[config.mk]
export PLATFORM = sky130hd
export DESIGN_NAME = dq_ctrl
export DESIGN_NICKNAME = d
export VERILOG_FILES = /design/src/dq_pkg.sv /design/src/dq_ctrl.sv
export SDC_FILE = /design/constraint.sdc
export NUM_CORES = 1
export LEC_CHECK = 0
export ABC_AREA = 1
export ABC_CLOCK_PERIOD_IN_PS = 1180
export BUFFER_PORTS_ARGS = -buffer_cell sky130_fd_sc_hd__buf_4
export CAP_MARGIN = 20
export CORE_AREA = 5 5 42 44
export CTS_BUF_LIST = sky130_fd_sc_hd__clkbuf_2
export CTS_CLUSTER_DIAMETER = 50
export DETAILED_ROUTE_END_ITERATION = 10
export DIE_AREA = 0 0 47 49
export GPL_TIMING_DRIVEN = 0
export SYNTH_ARGS = -nofsm -noshare
export SYNTH_HDL_FRONTEND = slang
export SYNTH_SLANG_ARGS = --single-unit
[constraint.sdc]
create_clock -name i_clk -period 1.18 [get_ports i_clk]
set_clock_uncertainty 0.15 [all_clocks]
set_input_delay 0 -clock i_clk [delete_from_list [all_inputs] [get_ports i_clk]]
set_output_delay 0 -clock i_clk [all_outputs]
set_load 0.01 [all_outputs]
[src/dq_pkg.sv]
// ----------------------------------------------------------------------------
// dq_pkg
// Shared types and codes for the double-ended queue unit: operation and
// status codes, controller states and the controller/datapath link.
// ----------------------------------------------------------------------------
package dq_pkg;

    // Fixed field widths at the block boundary
    localparam int FIELD_W  = 64;
    localparam int OPCODE_W = 3;
    localparam int COUNT_W  = 7;
    localparam int STATUS_W = 2;

    typedef enum logic [OPCODE_W-1:0] {
        OP_PUSH_FRONT = 3'd0,
        OP_PUSH_BACK  = 3'd1,
        OP_POP_FRONT  = 3'd2,
        OP_POP_BACK   = 3'd3,
        OP_LENGTH     = 3'd4,
        OP_LIST       = 3'd5
    } t_opcode;

    typedef enum logic [STATUS_W-1:0] {
        ST_OK    = 2'd0,
        ST_EMPTY = 2'd1,
        ST_FULL  = 2'd2
    } t_status;

    typedef enum logic [1:0] {
        S_IDLE,
        S_READ,
        S_RESULT
    } t_state;

    // Controller to datapath
    typedef struct packed {
        logic accept;    // take the operation on the input ports
        logic load_out;  // load the output register
    } t_dq_cmd;

    // Datapath to controller
    typedef struct packed {
        logic more;      // a list request still has entries to present
    } t_dq_stat;

endpackage

[src/dq_ctrl.sv]
// ----------------------------------------------------------------------------
// dq_ctrl
// Sequencer: takes one operation, waits out the memory read, then presents
// results until the last one has gone.
// ----------------------------------------------------------------------------
module dq_ctrl (
    input  logic             i_clk,
    input  logic             i_rst_n,
    input  logic             i_in_valid,
    output logic             o_in_stall,
    output logic             o_out_valid,
    input  logic             i_out_stall,
    input  dq_pkg::t_dq_stat i_stat,
    output dq_pkg::t_dq_cmd  o_cmd
);
    import dq_pkg::*;

    t_state r_state;
    t_state n_state;

    always_ff @(posedge i_clk) begin
        if (!i_rst_n) begin
            r_state <= S_IDLE;
        end else begin
            r_state <= n_state;
        end
    end

    // Next state
    always_comb begin
        n_state = r_state;
        case (r_state)
            S_IDLE: begin
                if (i_in_valid) begin
                    n_state = S_READ;
                end
            end
            S_READ: begin
                n_state = S_RESULT;
            end
            S_RESULT: begin
                if (!i_out_stall && !i_stat.more) begin
                    n_state = S_IDLE;
                end
            end
            default: begin
                n_state = S_IDLE;
            end
        endcase
    end

    // Outputs
    always_comb begin
        o_cmd       = '0;
        o_in_stall  = 1'b1;
        o_out_valid = 1'b0;
        case (r_state)
            S_IDLE: begin
                o_in_stall   = 1'b0;
                o_cmd.accept = i_in_valid;
            end
            S_READ: begin
                o_cmd.load_out = 1'b1;
            end
            S_RESULT: begin
                o_out_valid    = 1'b1;
                o_cmd.load_out = !i_out_stall && i_stat.more;
            end
            default: begin
                o_in_stall = 1'b1;
            end
        endcase
    end

    a_one_cmd: assert property (@(posedge i_clk) disable iff (!i_rst_n)
        !(o_cmd.accept && o_cmd.load_out))
        else $error("accept and load_out together");

    a_accept_then_load: assert property (@(posedge i_clk) disable iff (!i_rst_n)
        o_cmd.accept |=> o_cmd.load_out && !o_out_valid)
        else $error("accepted beat not followed by output load");

    a_no_accept_while_result: assert property (@(posedge i_clk) disable iff (!i_rst_n)
        o_out_valid |-> o_in_stall)
        else $error("input open while a result is pending");

endmodule

# After elaboration in Yosys (flattened, before gate mapping)
# Cells that the tools add are included.
# totals
out_inout_bits,4
elab_cells,18
register_bits,2
# classes
muxes,7
n_eq_ne,4
reduce_logical,6
# ops
op,n
$pmux 2 s3,1
$mux 2,2
$ne 2x2->1 const B,2
$mux 1,3
$eq 2x1->1 const B,1
$eq 2x2->1 const B,1
$logic_and 1x1->1,2
$logic_not 1->1,2
$logic_not 2->1,1
$pmux 1 s2,1
$reduce_and 2->1,1

# Depth between registers and ports, before layout
# depth
ltp_word,4
ltp_mapped,7

# Worst setup path before layout
# No wires, ideal clock.
# synth_timing
kind,reg-to-reg
startpoint,register r_state[0]
endpoint,register r_state[0]
t_arrival_ns,1.089
path_slack_ns,-0.123
t_required_ns,0.966
stages_incl_launch_ff,8
setup_ns,0.064
cell_sequence,dfxtp_1 > bufinv_8 > ha_1 > nand2_1 > nand3_2 > nand2_1 > inv_1 > nor2_1
# synth_via
elab_chain_len,3
# synth_rtl
item,line,source
start: declaration,dq_ctrl.sv:18,t_state r_state;
start signal: assignment,dq_ctrl.sv:25,r_state <= n_state;
$eq 2x2->1 or $logic_not 2->1 (tied branches),dq_ctrl.sv:32,case (r_state)
$ne 2x2->1 (no source line),-,
$reduce_and 2->1 (no source line),-,
# Parallel ways exist; a longest one is shown, timed or not.
# A chain may end at the register's enable or synchronous reset.

==> metrics.txt <==
ant diodes 0; top cell type by total area after synthesis ha_1; violated checks setup timing; Setup WS post-layout -91.0 ps; synth cell count leaders inv_1, nand2_1, ha_1; via count 225; Die Width 47 um; min-delay worst type primary input to register; max FFs per register 2; synthesis-to-layout area growth 74.2%; Clock transition at path regs 30 ps; Antenna Nets Post-Route 0; I/O Buffers 8; largest net degree at the start of global routing 5; worst-margin pin slew 94.8 ps; number of vias per cell 3.69; post-synthesis instance area 228 sq um; FP Rows 14; footprint of the multi-input gates 169 sq um; Largest regs r_state x2; Syn Inst Count 30; Pre-antenna DRT Iters 4; CTS tree built; PnR Total Power 976 uW; CP endpoint kind primary output; final hold violation count 0; Crit Path Max Fanout 4; post-layout min period 1270 ps; GPL Wtd Cong 0.668; grt total ovfl 0; Top Usage Layer GRT met2; async set or reset register ratio after synthesis 0%; Power Density 2460 nW/um^2; number of distinct library cells after synthesis 10; CTS root buffer clkbuf_2; 1st-iter DRT viols 8; number of global-route vias before repair 198; DP HPWL 352 um; register area 47.5 sq um; WP data required 1030 ps; Clock Path Buffers 2; Static Leak 0.000226 uW; Top FF cell, synth dfxtp_1; CP Launch Point r_state[0]; total CTS buffers 3; met1 usage 5.03%; critical path launch point type register; drt total wl 447 um; final setup violation count 3; Starting Density 16.2%; first-pass GRT wire length 710 um; Post-synth EDFFs 0; fin crit share 108%; worst skew pair latency 190 ps; ranking of synthesized cells by area ha_1, dfxtp_1, bufinv_8; YS warnings 0; met2 GRT Util 5.66%; fillers 159; # IOs 9; unrepaired setup endpoints after global routing true; Total GRT Usage 4.43%; Routed wire per std cell 7.33 um; drt drc 0; antenna violations before repair 0; htree depth 1; FF+latch count, synth 2; clock sink count 2; Largest Register r_state; total of max-cap violations 0; share of cells above drive strength 1 57.8%; Layout Utilization 28.3%; total die area 2300 sq um; Max IR drop VDD 0.877 mV; min-delay src i_out_stall; syn nets 39; met3 usage 2.21%; CP arrival 1120 ps; sequential-to-total area share from yosys stat 17.6%; R2R Path Start r_state[0]; top-area cell type share of the netlist area 22.0%; kind of critical path register to primary output; Mean Syn Cell Area 7.59 sq um; Worst slew margin 93.7%; die span in y 49 um; most common cell in the netlist inv_1; outcome finished with violations; fmax 0.787 GHz; nets@finish 56; Slew Limit Fails 0; Core Box Area 1400 sq um
## through the flow
stage	TNS [ps]	area [sq um]	worst slack (ps)	std cells	hold slack (ps)
floorplan	0	262	14.3	30	-54.2
global placement	-82.7	342	-47.2	54	84.3
detailed placement	-83.0	342	-44.3	54	88.3
CTS	-235	387	-122	60	20.2
global route	-410	397	-134	61	58.9
finish	-172	397	-91.0	61	38.7
## cells in the final DEF, fill, tap and decap left out
master	count
buf_4	10
buf_6	1
clkbuf_2	3
dfxtp_4	2
dlygate4sd3_1	1
ha_1	1
ha_2	1
ha_4	2
inv_1	7
inv_8	2
nand2_1	5
nand2_2	1
nand2_4	2
nand3_2	1
nand4_1	2
nor2_1	2
nor2_2	1
o21a_1	1
## timing repair
item	in CTS	in global routing
setup buffers	2	1
hold endpoints to repair	2	0
hold buffers	1	0
pin swaps	3	2
endpoints found under the setup margin	5	5
gates resized for setup	5	1
## power breakdown
group | internal (uW) | switching [uW]
Combinational | 355 | 325
Sequential | 125 | 66.8
Clock | 67.3 | 36.3
## final timing paths
kind | endpoint | slack [ps] | depth (start not counted)
worst max-delay path | o_cmd[0] | -90 | 6
worst min-delay path | r_state[1] | 40 | 6
worst max register to register | r_state[1] | -40 | 7
worst min register to register | r_state[1] | 430 | 4
## cell type report
cell class	count	area share (%)
Multi-Input combinational cell	19	42.6
Timing Repair Buffer	12	24.3
Inverter	9	12.3
Sequential cell	2	12.0
Tap cell	16	5.05
Clock buffer	3	3.79
## critical path: stages, from the launching register on
cell     delay, ps
dfxtp_4        360
inv_8           40
ha_4           160
nand2_4         60
nor2_2          30
o21a_1         170
buf_6          120
## layer usage
layer | vias up | part of all wire, %
met1 | 97 | 42
met5 | - | 0
met2 | 8 | 44
met3 | 0 | 14
li1 | 120 | -
met4 | 0 | 0
## cells by family (layout without fill, tap and decap cells)
family                   count (synthesis)  count (layout)  share of synthesized area [%]
AND/OR/NAND/NOR                         14              14                           30.2
buffers and inverters                    9              24                           26.9
flip-flops                               2               2                           17.6
AO/OA/AOI/OAI                            1               1                           3.30
adder cells (fa/ha/maj)                  4               4                           22.0
Power figures use the tool's default switching activity.
